`config.mk`:
```
export PLATFORM = sky130hd
export DESIGN_NAME = sha256_byte_stream_hasher_flat
export DESIGN_NICKNAME = d
export VERILOG_FILES = /design/src/sv/sha_pkg.sv /design/src/sv/sha_stream_if.sv /design/src/sv/sha256_byte_stream_hasher.sv /design/src/sv/sha_ram.sv /design/src/sv/sha_core.sv /design/src/sv/sha_front.sv /design/src/flat_wrapper.sv
export SDC_FILE = /design/constraint.sdc
export NUM_CORES = 2
export LEC_CHECK = 0
export BUFFER_PORTS_ARGS = -buffer_cell sky130_fd_sc_hd__buf_2
export CAP_MARGIN = 20
export CORE_UTILIZATION = 35
export CTS_CLUSTER_DIAMETER = 40
export DETAILED_ROUTE_END_ITERATION = 7
export GPL_TIMING_DRIVEN = 0
export HOLD_SLACK_MARGIN = 0.1
export SKIP_LAST_GASP = 1
export SLEW_MARGIN = 10
export SYNTH_ARGS = -nofsm -noshare
export SYNTH_HDL_FRONTEND = slang
export SYNTH_HIERARCHICAL = 1
export SYNTH_SLANG_ARGS = --single-unit
```
`constraint.sdc`:
```
create_clock -name clk -period 37.3 [get_ports clk]
set_input_delay 7.46 -clock clk [delete_from_list [all_inputs] [get_ports clk]]
set_output_delay 7.46 -clock clk [all_outputs]
set_load 0.02 [all_outputs]
```
`src/sv/sha_pkg.sv`:
```
package sha_pkg;

    localparam int BlockBytes = 64;
    localparam int BlockWords = 16;
    localparam int Rounds     = 64;

    typedef logic [31:0] word_t;

    function automatic word_t round_k(input logic [5:0] i);
        word_t k;
        case (i)
            6'd0:  k = 32'h428a2f98; 6'd1:  k = 32'h71374491; 6'd2:  k = 32'hb5c0fbcf;
            6'd3:  k = 32'he9b5dba5; 6'd4:  k = 32'h3956c25b; 6'd5:  k = 32'h59f111f1;
            6'd6:  k = 32'h923f82a4; 6'd7:  k = 32'hab1c5ed5; 6'd8:  k = 32'hd807aa98;
            6'd9:  k = 32'h12835b01; 6'd10: k = 32'h243185be; 6'd11: k = 32'h550c7dc3;
            6'd12: k = 32'h72be5d74; 6'd13: k = 32'h80deb1fe; 6'd14: k = 32'h9bdc06a7;
            6'd15: k = 32'hc19bf174; 6'd16: k = 32'he49b69c1; 6'd17: k = 32'hefbe4786;
            6'd18: k = 32'h0fc19dc6; 6'd19: k = 32'h240ca1cc; 6'd20: k = 32'h2de92c6f;
            6'd21: k = 32'h4a7484aa; 6'd22: k = 32'h5cb0a9dc; 6'd23: k = 32'h76f988da;
            6'd24: k = 32'h983e5152; 6'd25: k = 32'ha831c66d; 6'd26: k = 32'hb00327c8;
            6'd27: k = 32'hbf597fc7; 6'd28: k = 32'hc6e00bf3; 6'd29: k = 32'hd5a79147;
            6'd30: k = 32'h06ca6351; 6'd31: k = 32'h14292967; 6'd32: k = 32'h27b70a85;
            6'd33: k = 32'h2e1b2138; 6'd34: k = 32'h4d2c6dfc; 6'd35: k = 32'h53380d13;
            6'd36: k = 32'h650a7354; 6'd37: k = 32'h766a0abb; 6'd38: k = 32'h81c2c92e;
            6'd39: k = 32'h92722c85; 6'd40: k = 32'ha2bfe8a1; 6'd41: k = 32'ha81a664b;
            6'd42: k = 32'hc24b8b70; 6'd43: k = 32'hc76c51a3; 6'd44: k = 32'hd192e819;
            6'd45: k = 32'hd6990624; 6'd46: k = 32'hf40e3585; 6'd47: k = 32'h106aa070;
            6'd48: k = 32'h19a4c116; 6'd49: k = 32'h1e376c08; 6'd50: k = 32'h2748774c;
            6'd51: k = 32'h34b0bcb5; 6'd52: k = 32'h391c0cb3; 6'd53: k = 32'h4ed8aa4a;
            6'd54: k = 32'h5b9cca4f; 6'd55: k = 32'h682e6ff3; 6'd56: k = 32'h748f82ee;
            6'd57: k = 32'h78a5636f; 6'd58: k = 32'h84c87814; 6'd59: k = 32'h8cc70208;
            6'd60: k = 32'h90befffa; 6'd61: k = 32'ha4506ceb; 6'd62: k = 32'hbef9a3f7;
            default: k = 32'hc67178f2;
        endcase
        return k;
    endfunction

    function automatic word_t initial_h(input logic [2:0] i);
        word_t h;
        case (i)
            3'd0: h = 32'h6a09e667; 3'd1: h = 32'hbb67ae85;
            3'd2: h = 32'h3c6ef372; 3'd3: h = 32'ha54ff53a;
            3'd4: h = 32'h510e527f; 3'd5: h = 32'h9b05688c;
            3'd6: h = 32'h1f83d9ab; default: h = 32'h5be0cd19;
        endcase
        return h;
    endfunction

    function automatic word_t rotr(input word_t x, input int n);
        return (x >> n) | (x << (32 - n));
    endfunction

    // start request from the byte front end to the compression engine
    typedef struct packed {
        logic start;
    } comp_req_t;

    typedef struct packed {
        logic busy;
    } comp_stat_t;

endpackage

```
`src/sv/sha_stream_if.sv`:
```
interface sha_in_if;
    logic       valid;
    logic       ready;
    logic [7:0] data_byte;
    logic       byte_valid;
    logic       end_of_message;
    modport source (output valid, data_byte, byte_valid, end_of_message, input ready);
    modport sink (input valid, data_byte, byte_valid, end_of_message, output ready);
endinterface

interface sha_out_if;
    logic        valid;
    logic        ready;
    logic [31:0] digest_word;
    logic [2:0]  word_number;
    logic        last_word;
    modport source (output valid, digest_word, word_number, last_word, input ready);
    modport sink (input valid, digest_word, word_number, last_word, output ready);
endinterface

```
`src/sv/sha256_byte_stream_hasher.sv`:
```
// SHA-256 over a byte stream, one byte per input word. Bytes pack into a
// 16-entry schedule RAM; each full 64-byte block takes a setup step, 64
// rounds and a final add, during which input is held off. The end mark
// pads the rest of the block and the padded block is compressed (both
// twice when the length spills into an extra block), then the eight digest
// words leave one per cycle while the receiver is ready, word 0 first, and
// the hasher returns to its initial state for the next message.
module sha256_byte_stream_hasher (
    input  logic      clk,
    input  logic      rst_n,
    sha_in_if.sink    in_ch,
    sha_out_if.source out_ch
);
    sha_pkg::comp_req_t  req;
    sha_pkg::comp_stat_t stat;
    logic                ld_we, hreset;
    logic [3:0]          ld_addr;
    logic [2:0]          hsel;
    sha_pkg::word_t      ld_data, hword;

    sha_front u_front (
        .clk(clk), .rst_n(rst_n), .in_ch(in_ch), .out_ch(out_ch), .req(req),
        .stat(stat), .ld_we(ld_we), .ld_addr(ld_addr), .ld_data(ld_data),
        .hreset(hreset), .hsel(hsel), .hword(hword)
    );

    sha_core u_core (
        .clk(clk), .rst_n(rst_n), .req(req), .stat(stat), .ld_we(ld_we),
        .ld_addr(ld_addr), .ld_data(ld_data), .hreset(hreset), .hsel(hsel),
        .hword(hword)
    );
endmodule

```
`src/sv/sha_ram.sv`:
```
module sha_ram #(
    parameter int Width = 32,
    parameter int Depth = 16
) (
    input  logic                     clk,
    input  logic                     we,
    input  logic [$clog2(Depth)-1:0] waddr,
    input  logic [Width-1:0]         wdata,
    input  logic [$clog2(Depth)-1:0] raddr,
    output logic [Width-1:0]         rdata
);
    logic [Width-1:0] mem [Depth];

    always_ff @(posedge clk)
    begin
        if (we)
        begin
            mem[waddr] <= wdata;
        end
        rdata <= mem[raddr];
    end
endmodule

```
`src/sv/sha_core.sv`:
```
// Compression engine. The 16-word schedule window lives in a RAM; round t
// reads w[t+1] (or w[t-15] for the expansion) for the next round, and w[t-2],
// w[t-7] come from a small shift line of recent words.
module sha_core (
    input  logic                clk,
    input  logic                rst_n,
    input  sha_pkg::comp_req_t  req,
    output sha_pkg::comp_stat_t stat,
    // schedule RAM port, loaded by the front end while idle
    input  logic                ld_we,
    input  logic [3:0]          ld_addr,
    input  sha_pkg::word_t      ld_data,
    input  logic                hreset,
    input  logic [2:0]          hsel,
    output sha_pkg::word_t      hword
);
    localparam logic [1:0] S_IDLE = 2'd0;
    localparam logic [1:0] S_PRIME = 2'd1;
    localparam logic [1:0] S_ROUND = 2'd2;
    localparam logic [1:0] S_ADD = 2'd3;

    logic [1:0] state_reg, state_next;
    logic [5:0] t_reg, t_next;
    sha_pkg::word_t h_reg [8];
    sha_pkg::word_t v_reg [8];
    sha_pkg::word_t hist_reg [8];   // hist[0] = w[t-1] ... hist[7] = w[t-8]
    sha_pkg::word_t w_cur, w15, w16, s0, s1, t1, t2, e, a;

    logic       we;
    logic [3:0] waddr, raddr;
    sha_pkg::word_t wdata, rdata;

    sha_ram #(.Width(32), .Depth(sha_pkg::BlockWords)) u_wram (
        .clk(clk), .we(we), .waddr(waddr), .wdata(wdata), .raddr(raddr), .rdata(rdata)
    );

    // rdata holds w[t] for t<16, w[t-16] for t>=16; a separate read of w[t-15]
    // is avoided by keeping w[t-15] in a delay line of the written words.
    // Simplest: rdata at round t = mem[t mod 16] (old value = w[t] or w[t-16]).
    assign raddr = (state_reg == S_IDLE) ? 4'd0 : t_next[3:0];
    assign w16 = rdata;
    // w[t-15] is needed too: kept in a second shift line fed from w_cur
    sha_pkg::word_t ahead_reg [15];  // delay line of written words, w[t-15] at index 0
    assign w15 = ahead_reg[0];

    always_comb
    begin
        if (t_reg < 6'd16)
        begin
            w_cur = w16;
        end
        else
        begin
            s0 = '0;
            w_cur = '0;
        end
        s0 = sha_pkg::rotr(w15, 7) ^ sha_pkg::rotr(w15, 18) ^ (w15 >> 3);
        s1 = sha_pkg::rotr(hist_reg[1], 17) ^ sha_pkg::rotr(hist_reg[1], 19)
             ^ (hist_reg[1] >> 10);
        if (t_reg >= 6'd16)
        begin
            w_cur = w16 + s0 + hist_reg[6] + s1;
        end
        e = v_reg[4];
        a = v_reg[0];
        t1 = v_reg[7] + (sha_pkg::rotr(e, 6) ^ sha_pkg::rotr(e, 11) ^ sha_pkg::rotr(e, 25))
             + ((e & v_reg[5]) ^ (~e & v_reg[6])) + sha_pkg::round_k(t_reg) + w_cur;
        t2 = (sha_pkg::rotr(a, 2) ^ sha_pkg::rotr(a, 13) ^ sha_pkg::rotr(a, 22))
             + ((a & v_reg[1]) ^ (a & v_reg[2]) ^ (v_reg[1] & v_reg[2]));
    end

    always_comb
    begin
        state_next = state_reg;
        t_next = t_reg;
        unique case (state_reg)
            S_IDLE:
            begin
                if (req.start)
                begin
                    state_next = S_PRIME;
                    t_next = '0;
                end
            end
            S_PRIME: state_next = S_ROUND;
            S_ROUND:
            begin
                t_next = t_reg + 6'd1;
                if (t_reg == 6'(sha_pkg::Rounds - 1))
                begin
                    state_next = S_ADD;
                end
            end
            S_ADD: state_next = S_IDLE;
            default: state_next = S_IDLE;
        endcase
    end

    assign we = ld_we || (state_reg == S_ROUND);
    assign waddr = ld_we ? ld_addr : t_reg[3:0];
    assign wdata = ld_we ? ld_data : w_cur;
    assign stat.busy = (state_reg != S_IDLE);
    assign hword = h_reg[hsel];

    // The delay line needs w[t-15], the schedule word that follows w[t-16].
    // It is filled with w_cur as rounds proceed; for t<16 the contents are unused.
    always_ff @(posedge clk or negedge rst_n)
    begin
        if (!rst_n)
        begin
            state_reg <= S_IDLE;
            t_reg <= '0;
            for (int i = 0; i < 8; i++)
            begin
                h_reg[i] <= sha_pkg::initial_h(3'(i));
            end
        end
        else
        begin
            state_reg <= state_next;
            t_reg <= t_next;
            if (hreset)
            begin
                for (int i = 0; i < 8; i++)
                begin
                    h_reg[i] <= sha_pkg::initial_h(3'(i));
                end
            end
            else if (state_reg == S_ADD)
            begin
                for (int i = 0; i < 8; i++)
                begin
                    h_reg[i] <= h_reg[i] + v_reg[i];
                end
            end
        end
    end

    always_ff @(posedge clk)
    begin
        if (state_reg == S_PRIME)
        begin
            for (int i = 0; i < 8; i++)
            begin
                v_reg[i] <= h_reg[i];
            end
        end
        else if (state_reg == S_ROUND)
        begin
            v_reg[7] <= v_reg[6];
            v_reg[6] <= v_reg[5];
            v_reg[5] <= v_reg[4];
            v_reg[4] <= v_reg[3] + t1;
            v_reg[3] <= v_reg[2];
            v_reg[2] <= v_reg[1];
            v_reg[1] <= v_reg[0];
            v_reg[0] <= t1 + t2;
            hist_reg[0] <= w_cur;
            for (int i = 1; i < 8; i++)
            begin
                hist_reg[i] <= hist_reg[i - 1];
            end
        end
    end

    // w[t-15] for round t equals w[(t+1)-16]: the word written at round t-15.
    // Track written words in a 15-deep line so it is at ahead_reg[0] at round t.
    always_ff @(posedge clk)
    begin
        if (state_reg == S_ROUND)
        begin
            ahead_reg[14] <= w_cur;
            for (int i = 0; i < 14; i++)
            begin
                ahead_reg[i] <= ahead_reg[i + 1];
            end
        end
    end
endmodule

```
`src/sv/sha_front.sv`:
```
// Byte packing and padding sequencer. Bytes pack into 32-bit words that are
// written to the schedule RAM; padding writes the remaining words one a cycle.
module sha_front (
    input  logic                clk,
    input  logic                rst_n,
    sha_in_if.sink              in_ch,
    sha_out_if.source           out_ch,
    output sha_pkg::comp_req_t  req,
    input  sha_pkg::comp_stat_t stat,
    output logic                ld_we,
    output logic [3:0]          ld_addr,
    output sha_pkg::word_t      ld_data,
    output logic                hreset,
    output logic [2:0]          hsel,
    input  sha_pkg::word_t      hword
);
    localparam logic [2:0] S_TAKE = 3'd0;
    localparam logic [2:0] S_WAIT = 3'd1;
    localparam logic [2:0] S_PAD = 3'd2;
    localparam logic [2:0] S_PWAIT = 3'd3;
    localparam logic [2:0] S_OUT = 3'd4;

    logic [2:0]  state_reg, state_next;
    logic [5:0]  fill_reg, fill_next;
    logic [63:0] bits_reg, bits_next;
    logic [23:0] part_reg, part_next;
    logic        fin_reg, fin_next;     // pad byte not yet written
    logic [3:0]  pw_reg, pw_next;       // pad word index
    logic [2:0]  ow_reg, ow_next;
    logic        ov_reg, ov_next;
    logic        acc, pad_has_len;
    sha_pkg::word_t pad_word, byte_word;

    assign in_ch.ready = (state_reg == S_TAKE) && !stat.busy;
    assign acc = in_ch.valid && in_ch.ready;
    assign byte_word = {part_reg, in_ch.data_byte};

    // fill_reg counts bytes already in the block; pw_reg walks from the word
    // holding the pad byte (word 0 in a length-only block) to word 15
    always_comb
    begin
        logic [1:0] bi;
        bi = fill_reg[1:0];
        pad_word = '0;
        if (pw_reg == fill_reg[5:2] && fin_reg)
        begin
            case (bi)
                2'd0: pad_word = 32'h8000_0000;
                2'd1: pad_word = {part_reg[7:0], 24'h80_0000};
                2'd2: pad_word = {part_reg[15:0], 16'h8000};
                default: pad_word = {part_reg, 8'h80};
            endcase
        end
        if (pad_has_len && pw_reg == 4'd14)
        begin
            pad_word = bits_reg[63:32];
        end
        else if (pad_has_len && pw_reg == 4'd15)
        begin
            pad_word = bits_reg[31:0];
        end
    end
    // no room for the length once the pad byte lands past byte 55
    assign pad_has_len = (pw_reg >= 4'd14) && (fill_reg < 6'd56);

    always_comb
    begin
        state_next = state_reg;
        fill_next = fill_reg;
        bits_next = bits_reg;
        part_next = part_reg;
        fin_next = fin_reg;
        pw_next = pw_reg;
        ow_next = ow_reg;
        ov_next = ov_reg;
        ld_we = 1'b0;
        ld_addr = fill_reg[5:2];
        ld_data = byte_word;
        req = '0;
        hreset = 1'b0;
        unique case (state_reg)
            S_TAKE:
            begin
                if (acc)
                begin
                    if (in_ch.byte_valid)
                    begin
                        part_next = {part_reg[15:0], in_ch.data_byte};
                        bits_next = bits_reg + 64'd8;
                        fill_next = fill_reg + 6'd1;
                        ld_we = (fill_reg[1:0] == 2'd3);
                        if (fill_reg == 6'd63)
                        begin
                            req.start = 1'b1;
                            state_next = in_ch.end_of_message ? S_WAIT : S_TAKE;
                        end
                        else if (in_ch.end_of_message)
                        begin
                            state_next = S_PAD;
                        end
                    end
                    else if (in_ch.end_of_message)
                    begin
                        state_next = S_PAD;
                    end
                    fin_next = in_ch.end_of_message;
                    pw_next = (in_ch.byte_valid && fill_reg != 6'd63)
                              ? 4'((fill_reg + 6'd1) >> 2) : fill_reg[5:2];
                    if (in_ch.byte_valid && fill_reg == 6'd63)
                    begin
                        pw_next = 4'd0;
                    end
                end
            end
            S_WAIT:
            begin
                if (!stat.busy)
                begin
                    state_next = S_PAD;
                end
            end
            S_PAD:
            begin
                // pad byte lands when fill_reg<56 or in the first of two blocks
                ld_we = 1'b1;
                ld_addr = pw_reg;
                ld_data = pad_word;
                if (pw_reg == 4'd15)
                begin
                    req.start = 1'b1;
                    state_next = S_PWAIT;
                end
                else
                begin
                    pw_next = pw_reg + 4'd1;
                end
            end
            S_PWAIT:
            begin
                if (!stat.busy)
                begin
                    if (fill_reg >= 6'd56)
                    begin
                        // second block: only zeros and the length
                        fill_next = '0;
                        pw_next = 4'd0;
                        fin_next = 1'b0;
                        state_next = S_PAD;
                    end
                    else
                    begin
                        ow_next = '0;
                        ov_next = 1'b1;
                        state_next = S_OUT;
                    end
                end
            end
            S_OUT:
            begin
                if (out_ch.ready)
                begin
                    ow_next = ow_reg + 3'd1;
                    if (ow_reg == 3'd7)
                    begin
                        ov_next = 1'b0;
                        hreset = 1'b1;
                        fill_next = '0;
                        bits_next = '0;
                        fin_next = 1'b0;
                        state_next = S_TAKE;
                    end
                end
            end
            default: state_next = S_TAKE;
        endcase
    end

    assign hsel = ow_reg;
    assign out_ch.valid = ov_reg;
    assign out_ch.digest_word = hword;
    assign out_ch.word_number = ow_reg;
    assign out_ch.last_word = (ow_reg == 3'd7);

    always_ff @(posedge clk or negedge rst_n)
    begin
        if (!rst_n)
        begin
            state_reg <= S_TAKE;
            fill_reg <= '0;
            bits_reg <= '0;
            fin_reg <= 1'b0;
            pw_reg <= '0;
            ow_reg <= '0;
            ov_reg <= 1'b0;
        end
        else
        begin
            state_reg <= state_next;
            fill_reg <= fill_next;
            bits_reg <= bits_next;
            fin_reg <= fin_next;
            pw_reg <= pw_next;
            ow_reg <= ow_next;
            ov_reg <= ov_next;
        end
    end

    always_ff @(posedge clk)
    begin
        part_reg <= part_next;
    end
endmodule

```
`src/flat_wrapper.sv`:
```
// flat-port wrapper written by rule: the top's interface ports become plain ports
module sha256_byte_stream_hasher_flat 
  (clk, rst_n, in_ch_valid, in_ch_data_byte, in_ch_byte_valid, in_ch_end_of_message, in_ch_ready, out_ch_valid, out_ch_digest_word, out_ch_word_number, out_ch_last_word, out_ch_ready);
  sha_in_if in_ch_i ();
  sha_out_if out_ch_i ();
  input  logic clk;
  input  logic rst_n;
  input wire logic [$bits(in_ch_i.valid)-1:0] in_ch_valid;
  input wire logic [$bits(in_ch_i.data_byte)-1:0] in_ch_data_byte;
  input wire logic [$bits(in_ch_i.byte_valid)-1:0] in_ch_byte_valid;
  input wire logic [$bits(in_ch_i.end_of_message)-1:0] in_ch_end_of_message;
  output wire logic [$bits(in_ch_i.ready)-1:0] in_ch_ready;
  output wire logic [$bits(out_ch_i.valid)-1:0] out_ch_valid;
  output wire logic [$bits(out_ch_i.digest_word)-1:0] out_ch_digest_word;
  output wire logic [$bits(out_ch_i.word_number)-1:0] out_ch_word_number;
  output wire logic [$bits(out_ch_i.last_word)-1:0] out_ch_last_word;
  input wire logic [$bits(out_ch_i.ready)-1:0] out_ch_ready;
  assign in_ch_i.valid = in_ch_valid;
  assign in_ch_i.data_byte = in_ch_data_byte;
  assign in_ch_i.byte_valid = in_ch_byte_valid;
  assign in_ch_i.end_of_message = in_ch_end_of_message;
  assign in_ch_ready = in_ch_i.ready;
  assign out_ch_valid = out_ch_i.valid;
  assign out_ch_digest_word = out_ch_i.digest_word;
  assign out_ch_word_number = out_ch_i.word_number;
  assign out_ch_last_word = out_ch_i.last_word;
  assign out_ch_i.ready = out_ch_ready;
  sha256_byte_stream_hasher u_core (.clk(clk), .rst_n(rst_n), .in_ch(in_ch_i), .out_ch(out_ch_i));
endmodule
```
==> results_dict.tcl <==
set metrics [dict create \
    die_y_um 516 \
    syn-num-nets 8179 \
    cts_buffers 292 \
    hold_violations 0 \
    finalNonFillerCells 11700 \
    clk_pin_slew_ns 0.06 \
    fp.dieArea_mm2 0.266 \
    power_w 0.00465 \
    grt_usage 0.243 \
    io_pins 52 \
    reg2reg_depth 41 \
    power_frac_comb 0.004 \
    hold_class "reg2reg" \
    switching_share 0.209 \
    register_area_mm2 0.0476 \
    worst_pin_slew_ns 1.30 \
    start_kind "flop" \
    die_w_um 516 \
    layout_min_cycle_time_ns 12.97 \
    largest_reg_flops 512 \
    slew_viol_final 0 \
    gp_congestion 1.02 \
    routedWlPerCell_um 28.0 \
    syn_inst 7557 \
    slew-limit-headroom 0.136 \
    gr-total-overflow 0 \
    finalCritPeriodShare 0.348 \
    totalWireLength_um 329000 \
    insertion_delay_ns 0.87 \
    p_seq_frac 0.421 \
    internal_power_w 0.00368 \
    area_delta_synth_final_pct 17.5 \
    power_density_mw_per_mm2 42.8 \
    synth-edff-count 1272 \
    grt_first_pass_wirelength_um 465000 \
    drc 0 \
    portBuffers 49 \
    ys_ff_latch 1647 \
    detail-route-antenna-nets 0 \
    multiInputGateArea_mm2 0.0418 \
    netlist_area_mm2 0.0925 \
    antenna_found_initial 24 \
    p_sw_w 0.000973 \
    timing.max_cap.violations 0 \
    ys_types 98 \
    finalNetCount 8609 \
    final-setup-viol-count 0 \
    cp.arrival_ns 13.56 \
    initial_utilization 0.352 \
    rows 188 \
    viasPerCell 5.69 \
    p_leak_nw 41.0 \
    worst-path-max-fanout 5 \
    cts_hold_buf 0 \
    setup_tns_ns 0 \
    postCtsResizedCells 0 \
    final_cell_mix "1272 x edfxtp_1, 489 x nand2_1, 468 x a21oi_1, 447 x inv_1, 430 x nor2_1" \
    final_common_cell "edfxtp_1" \
    dr.pass1.iters 6 \
    cp_slowest_cell "o31ai_1" \
    core-area_mm2 0.263 \
    cts_setup_buffers 0 \
    status "completed" \
    async_flop_share 0.208 \
    dpl.cell_count 11200 \
    ys_warn_count 6 \
    clock_sinks 1647 \
    grt_max_degree 94 \
    synth.avg_cell_area_um2 12.2 \
    clockRootBuffer "clkbuf_16" \
    hpwlAfterDp_um 247000 \
    crit_type "reg2reg" \
    min_path_cells 0 \
    crit_required_ns 37.88 \
    nFillCells 24600 \
    yosys_most_used_dff "edfxtp_1" \
    htree_num_levels 5 \
    endpoint_kind "flop" \
    grt_pass1_vias 64000 \
    clock.fmax_mhz 77.1 \
    cts_buffer_depth 4 \
    clockPowerShare 0.575 \
    holdWs_ns 0.387 \
    drive_gt1_frac 0.175 \
    clock-skew-final_ns 0.0752 \
    ys_seq_area_frac 0.514 \
    cts_tree "yes" \
    vdd.ir_drop.worst_mv 0.0303 \
    max_stage_delay_ns 0.87 \
    rsz0062_at_grt "false" \
    via_count 66900 \
    drtIter0Drc 8055 \
]
-- metal layers --
layer  up-vias  GRT usage  routed length, um
met3       628     0.0519              33200
met4        12     0.0915              12900
met2      3444      0.357             141000
met5         -          0                 78
met1     33900      0.349             142000
li1      28900          -                  -
-- final timing paths --
| kind | startpoint | end | slack [ns] |
|---|---|---|---|
| max | u_core/u_core/ahead_reg[13][19]$_DFFE_PP_ | u_core/u_core/v_reg[0][29]$_DFFE_PP_ | 24.33 |
| min | u_core/u_core/hist_reg[2][21]$_DFFE_PP_ | u_core/u_core/hist_reg[2][53]$_DFFE_PP_ | 0.39 |
| max reg2reg | u_core/u_core/ahead_reg[13][19]$_DFFE_PP_ | u_core/u_core/v_reg[0][29]$_DFFE_PP_ | 24.33 |
| min reg2reg | u_core/u_core/hist_reg[2][21]$_DFFE_PP_ | u_core/u_core/hist_reg[2][53]$_DFFE_PP_ | 0.39 |
| max in group asynchronous | rst_n | u_core/u_front/fill_reg[1]$_DFFE_PN0P_ | 29.17 |
| min in group asynchronous | rst_n | u_core/u_core/h_reg[227]$_DFFE_PN0P_ | 6.58 |
-- cells in the mapped netlist (all sizes together) (21+ instances only) --
library cell / instances / area, um2
o21bai: 49 / 368
a22oi: 79 / 593
or3: 46 / 288
clkbuf: 272 / 1020
a21oi: 471 / 2360
buf: 117 / 622
inv: 447 / 1680
edfxtp: 1272 / 38200
nand4: 53 / 332
or4: 21 / 161
xor2: 168 / 1470
nor2b: 62 / 388
dfxtp: 32 / 641
mux2: 326 / 3670
fa: 196 / 3920
o21ai: 418 / 2090
nand2b: 55 / 344
nor2: 444 / 1670
mux4: 197 / 4440
o31ai: 52 / 395
a31oi: 31 / 200
dfstp: 136 / 3570
o211ai: 49 / 368
nor4: 31 / 230
mux2i: 91 / 911
nand3: 113 / 571
nand2: 489 / 1840
a21o: 182 / 1370
a211oi: 66 / 495
ha: 412 / 5150
o21a: 66 / 495
nor3: 87 / 445
and3: 39 / 244
maj3: 30 / 300
a211o: 32 / 280
xnor2: 417 / 3650
a221oi: 34 / 298
dfrtp: 207 / 5180
and2: 22 / 138
-- power groups by stage --
stage               registers, W  clock network, W   logic (W)
global placement         0.00199                 0   0.0000178
detailed placement       0.00199                 0   0.0000192
global route             0.00196           0.00280   0.0000213
CTS                      0.00196           0.00272   0.0000193
floorplan                0.00199                 0  0.00000500
finish                   0.00196           0.00268   0.0000192
-- critical path, delay by kind of cell (launching register included) --
kind,cells,cell delay (ns)
compound gates,15,4.93
xor+xnor,4,1.29
fa+ha+maj,9,3.90
buf+inv,6,0.66
flops,1,0.54
mux,1,0.27
simple gates,6,1.10
-- metrics by stage --
step	area, um2	setup WS [ns]	utilization
2_1_floorplan	92500	21.31	-
3_3_place_gp	97200	13.01	0.370
3_5_place_dp	98700	24.10	0.376
4_1_cts	109000	24.10	0.414
5_1_grt	109000	23.92	0.414
6_report	109000	24.33	0.414
-- cell families (layout without fill, tap and decap cells) --
family | count (synthesis) | after routing | share of synthesized area
AND/OR/NAND/NOR | 1518 | 1518 | 0.0763
other | 0 | 5 | 0
AO/OA/AOI/OAI | 1717 | 1717 | 0.119
multiplexers | 614 | 614 | 0.0975
adder cells (fa/ha/maj) | 638 | 638 | 0.101
XOR/XNOR | 585 | 585 | 0.0554
buffers and inverters | 838 | 1502 | 0.0360
flip-flops | 1647 | 1647 | 0.514
-- final cells by class --
type                            instances  area share
Antenna cell                            5    0.000115
Clock inverter                        162      0.0173
Multi-Input combinational cell       5072       0.384
Inverter                              449      0.0155
Clock buffer                          366      0.0738
Sequential cell                      1647       0.438
Timing Repair Buffer                  136      0.0153
Buffer                                389      0.0155
Tap cell                             3515      0.0404
(Power assumes the default switching activity.)
